**src/fpn_pkg.sv**
```systemverilog
// Shared widths, codes and helpers of the fixpoint piecewise normalizer.
// No dependencies; used by fpn_div, fpn_mul and the top level.
package fpn_pkg;

    localparam int DATA_W = 32;              // Q16.16 word
    localparam int FRAC_W = 16;
    localparam int DIFF_W = DATA_W + 1;      // exact difference of two words
    localparam int QUO_W  = DIFF_W + FRAC_W; // dividend bits of num * 2^16
    localparam int PROD_W = 2 * DATA_W + 2 - FRAC_W; // floor(d * r / 2^16)
    localparam int SUM_W  = PROD_W + 2;
    localparam int QCNT_W = $clog2(QUO_W);
    localparam int MCNT_W = $clog2(DATA_W);
    localparam int CFG_AW = 4;

    localparam logic signed [DATA_W-1:0] Q_ONE   = 32'sd65536;
    localparam logic signed [DATA_W-1:0] SAT_MAX = 32'sh7FFF_FFFF;
    localparam logic signed [DATA_W-1:0] SAT_MIN = 32'sh8000_0000;

    // action codes
    localparam logic [1:0] ACT_RESTART = 2'd0;
    localparam logic [1:0] ACT_TRACK   = 2'd1;
    localparam logic [1:0] ACT_FWD     = 2'd2;
    localparam logic [1:0] ACT_BACK    = 2'd3;

    // register indexes
    localparam logic [1:0] REG_PIVOT      = 2'd0;
    localparam logic [1:0] REG_PIVOT_NORM = 2'd1;
    localparam logic [1:0] REG_NORM_LOW   = 2'd2;
    localparam logic [1:0] REG_NORM_HIGH  = 2'd3;

    // exact difference a - b
    function automatic logic signed [DIFF_W-1:0] dif33(input logic signed [DATA_W-1:0] a,
                                                       input logic signed [DATA_W-1:0] b);
        return $signed({a[DATA_W-1], a}) - $signed({b[DATA_W-1], b});
    endfunction

    function automatic logic signed [SUM_W-1:0] sext_w(input logic signed [DATA_W-1:0] a);
        return $signed({{(SUM_W-DATA_W){a[DATA_W-1]}}, a});
    endfunction

    function automatic logic signed [SUM_W-1:0] sext_p(input logic signed [PROD_W-1:0] a);
        return $signed({{(SUM_W-PROD_W){a[PROD_W-1]}}, a});
    endfunction

    // saturate a wide sum to a signed word
    function automatic logic signed [DATA_W-1:0] sat32(input logic signed [SUM_W-1:0] v);
        logic fits;
        fits = (&v[SUM_W-1:DATA_W-1]) || !(|v[SUM_W-1:DATA_W-1]);
        if (fits) begin
            return v[DATA_W-1:0];
        end
        return v[SUM_W-1] ? SAT_MIN : SAT_MAX;
    endfunction

endpackage

```
**src/fixpoint_piecewise_normalizer.sv**
```systemverilog
// A track request without last goes straight to the output step; track with last runs the
// 32-step serial multiplier; scale or map back runs the 49-step serial divider, then the multiplier.
// Throughput: one request at a time; the next is taken while a result waits in the
// output register. Reset: synchronous active-low; registers and extremes to defaults.
// Uses fpn_pkg, fpn_div and fpn_mul.
module fixpoint_piecewise_normalizer import fpn_pkg::*; (
    input  logic              aclk,
    input  logic              aresetn,
    input  logic              psel,
    input  logic              penable,
    input  logic              pwrite,
    input  logic [CFG_AW-1:0] paddr,
    input  logic [31:0]       pwdata,
    output logic [31:0]       prdata,
    output logic              pready,
    input  logic              s_tvalid,
    output logic              s_tready,
    input  logic [31:0]       s_tdata,   // sample[31:0]
    input  logic [1:0]        s_tuser,   // action[1:0]
    input  logic              s_tlast,   // last
    output logic              m_tvalid,
    input  logic              m_tready,
    output logic [95:0]       m_tdata,   // mapped[31:0], seen_low[63:32], seen_high[95:64]
    output logic [1:0]        m_tuser    // below_norm[0], above_norm[1]
);

    localparam logic [2:0] ST_IDLE  = 3'd0;
    localparam logic [2:0] ST_SETUP = 3'd1;
    localparam logic [2:0] ST_DIV   = 3'd2;
    localparam logic [2:0] ST_MUL   = 3'd3;
    localparam logic [2:0] ST_SUM   = 3'd4;
    localparam logic [2:0] ST_FIX   = 3'd5;
    localparam logic [2:0] ST_OUT   = 3'd6;

    logic [2:0] state_reg, state_next;

    logic signed [DATA_W-1:0] pivot_reg, pnorm_reg, nlow_reg, nhigh_reg;
    logic signed [DATA_W-1:0] min_reg, max_reg;
    logic [1:0]               act_reg;
    logic signed [DATA_W-1:0] samp_reg;
    logic signed [DIFF_W-1:0] diff_reg;
    logic signed [DATA_W-1:0] base_reg;
    logic                     sub_reg;
    logic signed [DATA_W-1:0] res_reg;
    logic                     below_reg, above_reg;

    logic                     m_valid_reg;
    logic signed [DATA_W-1:0] m_mapped_reg, m_low_reg, m_high_reg;
    logic                     m_below_reg, m_above_reg;

    logic                     cfg_wr, accept, is_track, out_load;
    logic signed [DATA_W-1:0] s_in, bmin, bmax, tmin, tmax;
    logic                     lt;
    logic signed [DIFF_W-1:0] div_num, div_den, sel_diff;
    logic signed [DATA_W-1:0] sel_base;
    logic                     div_start, div_done, mul_start, mul_done;
    logic signed [DATA_W-1:0] div_ratio, mul_r;
    logic signed [DIFF_W-1:0] mul_d;
    logic signed [PROD_W-1:0] mul_prod;
    logic signed [SUM_W-1:0]  exact, fix_hi, fix_lo;

    // configuration port
    assign pready = 1'b1;
    assign cfg_wr = psel && penable && pwrite;

    always_ff @(posedge aclk) begin
        if (!aresetn) begin
            pivot_reg <= '0;
            pnorm_reg <= '0;
            nlow_reg  <= -Q_ONE;
            nhigh_reg <= Q_ONE;
        end else if (cfg_wr) begin
            unique case (paddr[3:2])
                REG_PIVOT:      pivot_reg <= $signed(pwdata);
                REG_PIVOT_NORM: pnorm_reg <= $signed(pwdata);
                REG_NORM_LOW:   nlow_reg  <= $signed(pwdata);
                REG_NORM_HIGH:  nhigh_reg <= $signed(pwdata);
                default: ;
            endcase
        end
    end

    always_comb begin
        unique case (paddr[3:2])
            REG_PIVOT:      prdata = pivot_reg;
            REG_PIVOT_NORM: prdata = pnorm_reg;
            REG_NORM_LOW:   prdata = nlow_reg;
            REG_NORM_HIGH:  prdata = nhigh_reg;
            default:        prdata = '0;
        endcase
    end

    // input request and tracking
    assign s_tready = (state_reg == ST_IDLE);
    assign accept   = s_tvalid && s_tready;
    assign is_track = !s_tuser[1];
    assign s_in     = $signed(s_tdata);
    assign bmin     = (s_tuser == ACT_RESTART) ? pivot_reg : min_reg;
    assign bmax     = (s_tuser == ACT_RESTART) ? pivot_reg : max_reg;
    assign tmin     = (s_in < bmin) ? s_in : bmin;
    assign tmax     = (s_in > bmax) ? s_in : bmax;

    // operand selection for scale and map back
    always_comb begin
        if (act_reg == ACT_FWD) begin
            lt       = samp_reg < pivot_reg;
            div_num  = lt ? dif33(pivot_reg, samp_reg) : dif33(samp_reg, pivot_reg);
            div_den  = lt ? dif33(pivot_reg, min_reg) : dif33(max_reg, pivot_reg);
            sel_diff = lt ? dif33(pnorm_reg, nlow_reg) : dif33(nhigh_reg, pnorm_reg);
            sel_base = pnorm_reg;
        end else begin
            lt       = samp_reg < pnorm_reg;
            div_num  = lt ? dif33(pnorm_reg, samp_reg) : dif33(samp_reg, pnorm_reg);
            div_den  = lt ? dif33(pnorm_reg, nlow_reg) : dif33(nhigh_reg, pnorm_reg);
            sel_diff = lt ? dif33(pivot_reg, min_reg) : dif33(max_reg, pivot_reg);
            sel_base = pivot_reg;
        end
    end

    assign div_start = (state_reg == ST_SETUP);
    assign mul_start = (accept && is_track && s_tlast) || (state_reg == ST_DIV && div_done);
    assign mul_d     = (state_reg == ST_IDLE) ? $signed({pivot_reg[DATA_W-1], pivot_reg})
                                              : diff_reg;
    assign mul_r     = (state_reg == ST_IDLE) ? pivot_reg : div_ratio;

    fpn_div u_div (
        .aclk    (aclk),
        .aresetn (aresetn),
        .start   (div_start),
        .num     (div_num),
        .den     (div_den),
        .done    (div_done),
        .ratio   (div_ratio)
    );

    fpn_mul u_mul (
        .aclk    (aclk),
        .aresetn (aresetn),
        .start   (mul_start),
        .d       (mul_d),
        .r       (mul_r),
        .done    (mul_done),
        .prod    (mul_prod)
    );

    // final sums
    assign exact  = sub_reg ? sext_w(base_reg) - sext_p(mul_prod)
                            : sext_w(base_reg) + sext_p(mul_prod);
    assign fix_hi = sext_w(pivot_reg) + sext_p(mul_prod) + sext_w(Q_ONE);
    assign fix_lo = sext_w(pivot_reg) - sext_p(mul_prod) - sext_w(Q_ONE);

    assign out_load = (state_reg == ST_OUT) && (!m_valid_reg || m_tready);

    // sequencer
    always_comb begin
        state_next = state_reg;
        unique case (state_reg)
            ST_IDLE: begin
                if (accept) begin
                    if (!is_track)    state_next = ST_SETUP;
                    else if (s_tlast) state_next = ST_MUL;
                    else              state_next = ST_OUT;
                end
            end
            ST_SETUP: state_next = ST_DIV;
            ST_DIV:   if (div_done) state_next = ST_MUL;
            ST_MUL: begin
                if (mul_done) state_next = act_reg[1] ? ST_SUM : ST_FIX;
            end
            ST_SUM:   state_next = ST_OUT;
            ST_FIX:   state_next = ST_OUT;
            ST_OUT:   if (out_load) state_next = ST_IDLE;
            default:  state_next = ST_IDLE;
        endcase
    end

    always_ff @(posedge aclk) begin
        if (!aresetn) begin
            state_reg <= ST_IDLE;
            min_reg   <= -Q_ONE;
            max_reg   <= Q_ONE;
        end else begin
            state_reg <= state_next;
            if (accept && is_track) begin
                min_reg <= tmin;
                max_reg <= tmax;
            end
            // push degenerate extremes off the pivot
            if (state_reg == ST_FIX) begin
                if (max_reg == pivot_reg) max_reg <= sat32(fix_hi);
                if (min_reg == pivot_reg) min_reg <= sat32(fix_lo);
            end
        end
    end

    // request payload and result
    always_ff @(posedge aclk) begin
        if (accept) begin
            act_reg   <= s_tuser;
            samp_reg  <= s_in;
            res_reg   <= '0;
            below_reg <= 1'b0;
            above_reg <= 1'b0;
        end
        if (state_reg == ST_SETUP) begin
            diff_reg <= sel_diff;
            base_reg <= sel_base;
            sub_reg  <= lt;
        end
        if (state_reg == ST_SUM) begin
            res_reg <= sat32(exact);
            if (act_reg == ACT_FWD) begin
                below_reg <= exact < sext_w(nlow_reg);
                above_reg <= !(exact < sext_w(nlow_reg)) && (exact > sext_w(nhigh_reg));
            end
        end
    end

    // output register
    always_ff @(posedge aclk) begin
        if (!aresetn) begin
            m_valid_reg <= 1'b0;
        end else if (out_load) begin
            m_valid_reg <= 1'b1;
        end else if (m_tready) begin
            m_valid_reg <= 1'b0;
        end
    end

    always_ff @(posedge aclk) begin
        if (out_load) begin
            m_mapped_reg <= res_reg;
            m_below_reg  <= below_reg;
            m_above_reg  <= above_reg;
            m_low_reg    <= min_reg;
            m_high_reg   <= max_reg;
        end
    end

    assign m_tvalid = m_valid_reg;
    assign m_tdata  = {m_high_reg, m_low_reg, m_mapped_reg};
    assign m_tuser  = {m_above_reg, m_below_reg};

    // checks
    a_div_done_in_div: assert property (@(posedge aclk) disable iff (!aresetn)
        div_done |-> state_reg == ST_DIV) else $error("divider done outside divide step");

    a_mul_done_in_mul: assert property (@(posedge aclk) disable iff (!aresetn)
        mul_done |-> state_reg == ST_MUL) else $error("multiplier done outside multiply step");

    a_flags_exclusive: assert property (@(posedge aclk) disable iff (!aresetn)
        m_tvalid |-> !(m_tuser[0] && m_tuser[1])) else $error("both range flags set");

    a_plain_track: assert property (@(posedge aclk) disable iff (!aresetn)
        (accept && is_track && !s_tlast) |=> state_reg == ST_OUT)
        else $error("plain track request did not go to output");

endmodule

```
**src/fpn_div.sv**
```systemverilog
// Bit-serial restoring divider: ratio = sat32(trunc(num * 2^16 / den)), or zero when den is zero.
// One quotient bit per cycle; uses fpn_pkg.
module fpn_div import fpn_pkg::*; (
    input  logic                     aclk,
    input  logic                     aresetn,
    input  logic                     start,
    input  logic signed [DIFF_W-1:0] num,
    input  logic signed [DIFF_W-1:0] den,
    output logic                     done,
    output logic signed [DATA_W-1:0] ratio
);

    logic                     busy_reg, fin_reg, done_reg;
    logic [QCNT_W-1:0]        cnt_reg;
    logic [QUO_W-1:0]         work_reg;
    logic [DIFF_W-1:0]        rem_reg, dmag_reg;
    logic                     neg_reg, zero_reg;
    logic signed [DATA_W-1:0] ratio_reg;

    logic [DIFF_W-1:0] nmag, dmag_in;
    logic [DIFF_W:0]   trial, trial_sub;
    logic              ge;
    logic              ov_pos, ov_neg;
    logic [DATA_W-1:0] qlow;

    assign nmag    = num[DIFF_W-1] ? DIFF_W'(-num) : DIFF_W'(num);
    assign dmag_in = den[DIFF_W-1] ? DIFF_W'(-den) : DIFF_W'(den);

    // one restoring step
    assign trial     = {rem_reg, work_reg[QUO_W-1]};
    assign ge        = trial >= {1'b0, dmag_reg};
    assign trial_sub = trial - {1'b0, dmag_reg};

    // saturation of the unsigned quotient
    assign qlow   = work_reg[DATA_W-1:0];
    assign ov_pos = |work_reg[QUO_W-1:DATA_W-1];
    assign ov_neg = (|work_reg[QUO_W-1:DATA_W]) || (qlow[DATA_W-1] && (|qlow[DATA_W-2:0]));

    always_ff @(posedge aclk) begin
        if (!aresetn) begin
            busy_reg <= 1'b0;
            fin_reg  <= 1'b0;
            done_reg <= 1'b0;
            cnt_reg  <= '0;
        end else begin
            done_reg <= 1'b0;
            if (start) begin
                busy_reg <= 1'b1;
                cnt_reg  <= '0;
            end else if (busy_reg) begin
                cnt_reg <= cnt_reg + 1'b1;
                if (cnt_reg == QCNT_W'(QUO_W - 1)) begin
                    busy_reg <= 1'b0;
                    fin_reg  <= 1'b1;
                end
            end else if (fin_reg) begin
                fin_reg  <= 1'b0;
                done_reg <= 1'b1;
            end
        end
    end

    // datapath
    always_ff @(posedge aclk) begin
        if (start) begin
            work_reg <= {nmag, {FRAC_W{1'b0}}};
            rem_reg  <= '0;
            dmag_reg <= dmag_in;
            neg_reg  <= num[DIFF_W-1] ^ den[DIFF_W-1];
            zero_reg <= (den == '0);
        end else if (busy_reg) begin
            rem_reg  <= ge ? trial_sub[DIFF_W-1:0] : trial[DIFF_W-1:0];
            work_reg <= {work_reg[QUO_W-2:0], ge};
        end
        if (fin_reg) begin
            if (zero_reg) begin
                ratio_reg <= '0;
            end else if (!neg_reg) begin
                ratio_reg <= ov_pos ? SAT_MAX : $signed(qlow);
            end else begin
                ratio_reg <= ov_neg ? SAT_MIN : $signed(-qlow);
            end
        end
    end

    assign done  = done_reg;
    assign ratio = ratio_reg;

endmodule

```
**src/fpn_mul.sv**
```systemverilog
// Bit-serial shift-add multiplier: prod = floor(d * r / 2^16).
// One multiplier bit per cycle; uses fpn_pkg.
module fpn_mul import fpn_pkg::*; (
    input  logic                     aclk,
    input  logic                     aresetn,
    input  logic                     start,
    input  logic signed [DIFF_W-1:0] d,
    input  logic signed [DATA_W-1:0] r,
    output logic                     done,
    output logic signed [PROD_W-1:0] prod
);

    logic                     busy_reg, fin_reg, done_reg;
    logic [MCNT_W-1:0]        cnt_reg;
    logic [DIFF_W-1:0]        dmag_reg, hi_reg;
    logic [DATA_W-1:0]        lo_reg;
    logic                     neg_reg;
    logic signed [PROD_W-1:0] prod_reg;

    logic [DIFF_W:0]             psum;
    logic [DIFF_W+DATA_W:0]      full_s;

    // add-and-shift step
    assign psum   = {1'b0, hi_reg} + (lo_reg[0] ? {1'b0, dmag_reg} : '0);
    // signed product; its top bits give the floored shift
    assign full_s = neg_reg ? -{1'b0, hi_reg, lo_reg} : {1'b0, hi_reg, lo_reg};

    always_ff @(posedge aclk) begin
        if (!aresetn) begin
            busy_reg <= 1'b0;
            fin_reg  <= 1'b0;
            done_reg <= 1'b0;
            cnt_reg  <= '0;
        end else begin
            done_reg <= 1'b0;
            if (start) begin
                busy_reg <= 1'b1;
                cnt_reg  <= '0;
            end else if (busy_reg) begin
                cnt_reg <= cnt_reg + 1'b1;
                if (cnt_reg == MCNT_W'(DATA_W - 1)) begin
                    busy_reg <= 1'b0;
                    fin_reg  <= 1'b1;
                end
            end else if (fin_reg) begin
                fin_reg  <= 1'b0;
                done_reg <= 1'b1;
            end
        end
    end

    always_ff @(posedge aclk) begin
        if (start) begin
            dmag_reg <= d[DIFF_W-1] ? DIFF_W'(-d) : DIFF_W'(d);
            lo_reg   <= r[DATA_W-1] ? DATA_W'(-r) : DATA_W'(r);
            hi_reg   <= '0;
            neg_reg  <= d[DIFF_W-1] ^ r[DATA_W-1];
        end else if (busy_reg) begin
            hi_reg <= psum[DIFF_W:1];
            lo_reg <= {psum[0], lo_reg[DATA_W-1:1]};
        end
        if (fin_reg) begin
            prod_reg <= $signed(full_s[DIFF_W+DATA_W:FRAC_W]);
        end
    end

    assign done = done_reg;
    assign prod = prod_reg;

endmodule
```
**config.mk**
```make
export PLATFORM = sky130hd
export DESIGN_NAME = fixpoint_piecewise_normalizer
export DESIGN_NICKNAME = d
export VERILOG_FILES = /design/src/fpn_pkg.sv /design/src/fixpoint_piecewise_normalizer.sv /design/src/fpn_div.sv /design/src/fpn_mul.sv
export SDC_FILE = /design/constraint.sdc
export NUM_CORES = 2
export LEC_CHECK = 0
export BUFFER_PORTS_ARGS = -buffer_cell sky130_fd_sc_hd__buf_2
export CAP_MARGIN = 40
export CORE_MARGIN = 8
export CORE_UTILIZATION = 48
export DETAILED_ROUTE_END_ITERATION = 10
export PLACE_DENSITY = 0.74
export SETUP_SLACK_MARGIN = 0.5
export SLEW_MARGIN = 20
export SYNTH_ARGS = -nofsm -noshare
export SYNTH_HDL_FRONTEND = slang
export SYNTH_SLANG_ARGS = --single-unit
```
**constraint.sdc**
```tcl
create_clock -name aclk -period 12.2 [get_ports aclk]
set_clock_uncertainty 0.2 [all_clocks]
set_input_delay 1.83 -clock aclk [delete_from_list [all_inputs] [get_ports aclk]]
set_output_delay 1.83 -clock aclk [all_outputs]
set_load 0.02 [all_outputs]
```
==> impl_metrics.tcl <==
set metrics [dict create \
    dieArea_sq_mm 0.1525 \
    async_flop_share 0 \
    irDropWorstVdd_v 0.0001250 \
    die_w_um 390.5 \
    synthToLayoutAreaGrowth_pct 10.13 \
    report.power.total_mw 11.78 \
    finalSetupViolCount 0 \
    fin_nets 9177 \
    slew_headroom 0.1982 \
    grt_pass1_vias 61080 \
    end_kind "register" \
    start_util 0.4830 \
    ys_seq_area_frac 0.2873 \
    setup_ws_ns 4.183 \
    clock_sinks 743 \
    drc 0 \
    r2r_setup_slack_ns 4.18 \
    syn-mean-instance-area_sq_um 8.178 \
    pre_cts_slack_ns 4.407 \
    ys_warn_count 0 \
    clockBufferDepth 3 \
    drive_gt1_frac 0.08156 \
    postCtsSetupBuffers 0 \
    dpl-instance-area_sq_mm 0.07095 \
    start_kind "register" \
    gp_congestion 1.129 \
    grt_usage 0.3738 \
    min_from "res_reg[28]" \
    min_period_ns 8.017 \
    worst_pin_slew_ns 1.190 \
    tritoncts "yes" \
    min_to "m_mapped_reg[28]" \
    reg2reg_from "u_mul.prod[3]" \
    hp-class "reg -> reg" \
    leakage_nw 31.10 \
    dp_hpwl_um 240000 \
    reg2reg_depth 25 \
    crit_arrival_ns 8.38 \
    grt_max_degree 83 \
    final_antenna_net_count 0 \
    synth_ff_type "edfxtp_1" \
    io_buffers 207 \
    slew_viol_final 0 \
    synthesis.area_sq_mm 0.06731 \
    htreeDepth 3 \
    ios 211 \
    core_region_area_sq_mm 0.1394 \
    r2r-end "res_reg[12]" \
    grt_setup_unrepaired "no" \
    routedWlPerCell_um 29.10 \
    firstDrtPassIters 7 \
    setup_tns_ns 0 \
    critical-path-top-delay-family "simple AND/OR/NAND/NOR gates" \
    rows 137 \
    slowest_stage "or3b_2" \
    vias_per_cell 6.487 \
    cts.hold.buffers_added 0 \
    ys_ff_latch 743 \
    finalWirelength_um 299700 \
    synth-edff-count 446 \
    path_class "reg -> reg" \
    cellPowerDensity_mw_per_mm2 158.9 \
    hold_violations 0 \
    status "finished, final reports clean" \
    cts_resized 0 \
    fin_area_sq_mm 0.07412 \
    max_stage_delay_ns 0.47 \
    fmax_mhz 124.7 \
    die_y_um 390.5 \
    synth_nets 9067 \
    drv_cap 0 \
    grt_pass1_wl_um 422600 \
    netlist_instances 8230 \
    path_max_fanout 26 \
    cts_buffers 85 \
    antenna_found_initial 17 \
    critPathBufInv 2 \
    clock-root-buffer "clkbuf_16" \
    clk_pin_slew_ns 0.06 \
    largest_reg_flops 50 \
    grt-ovfl-total 0 \
    synthDistinctLibCells 94 \
    finalCritPeriodShare 0.6571 \
    drtIter0Drc 9046 \
    worstHoldPathCells 0 \
    num_vias 66810 \
    cp.required_ns 12.56 \
    clkLatencyLatePin_ns 0.75 \
]
==> logic make-up after synthesis <==
logic type	share of synthesized area
AOI/OAI and AO/OA	0.2398
buffers and inverters	0.05036
and+or+nand+nor	0.1762
xor gates and xnor gates	0.07547
muxes	0.02820
DFF	0.2873
other	0.00005571
adders and majority gates	0.1425
==> routing by layer <==
metal	GRT usage	part of all wire
met5	0	0.00015
met4	0.2797	0.093
met2	0.5361	0.40
met3	0.09565	0.12
met1	0.4817	0.38
==> per-stage QoR <==
step                        util  std cells  hold WS [ns]
final                     0.5319      10300        0.2154
after global routing      0.5317      10290        0.2196
after CTS                 0.5302      10270        0.2161
after floorplan                -       8230        0.2003
after global placement    0.5063      10080        0.2048
after detailed placement  0.5091      10110        0.2054
==> power breakdown <==
part / switching [mW] / leakage (nW) / internal, mW
clock: 1.19 / 1.43 / 1.57
sequential: 0.421 / 6.52 / 3.11
combinational: 3.57 / 23.1 / 1.92
==> worst max-delay path by stage <==
stage,start,to,cells after the start
floorplan,m_tready,m_above_reg,2
global placement,u_mul.prod[3],res_reg[27],24
detailed placement,u_mul.prod[3],res_reg[12],25
CTS,u_mul.prod[3],res_reg[12],25
global route,u_mul.prod[3],above_reg,28
finish,u_mul.prod[3],res_reg[12],25
==> cell type report <==
class	instances	area, sq um
fillers	13000	65240
multi-input cells	6590	44770
flip-flops and latches	743	19340
repair buffers	410	2769
well taps	1876	2347
clock buffers	103	2331
inverters	510	1919
clock inverters	55	616.8
diodes	12	30.03
==> cells in the mapped netlist, types with 61 or more instances <==
cell type,count,area share
a211oi_1,114,0.013
a21o_1,236,0.026
a21oi_1,934,0.069
a31oi_1,112,0.010
and2_1,82,0.0076
and3_1,95,0.0088
clkbuf_1,331,0.018
dfxtp_1,297,0.088
edfxtp_1,446,0.20
ha_1,746,0.14
inv_1,505,0.028
mux2i_1,103,0.015
nand2_1,874,0.049
nand2b_1,96,0.0089
nand3_1,121,0.0090
nand4_1,116,0.011
nor2_1,556,0.031
nor2b_1,75,0.0070
nor3_1,208,0.015
o211ai_1,67,0.0075
o21a_1,83,0.0093
o21ai_0,564,0.042
o21bai_1,61,0.0068
o31ai_1,68,0.0076
xnor2_1,388,0.050
xor2_1,192,0.025
==> cells in the final DEF (no fill, tap or decap), types with 94 or more instances in the layout <==
cell type / count
ha_1: 746
dfxtp_1: 294
nand3_1: 119
nand2b_1: 95
a31oi_1: 110
a21o_1: 235
mux2i_1: 102
buf_4: 156
buf_2: 228
inv_1: 505
nor3_1: 206
nand4_1: 116
xor2_1: 192
edfxtp_1: 446
and3_1: 94
a211oi_1: 114
a21oi_1: 932
nor2_1: 554
o21ai_0: 563
nand2_1: 873
xnor2_1: 388
Power figures use the tool's default switching activity.
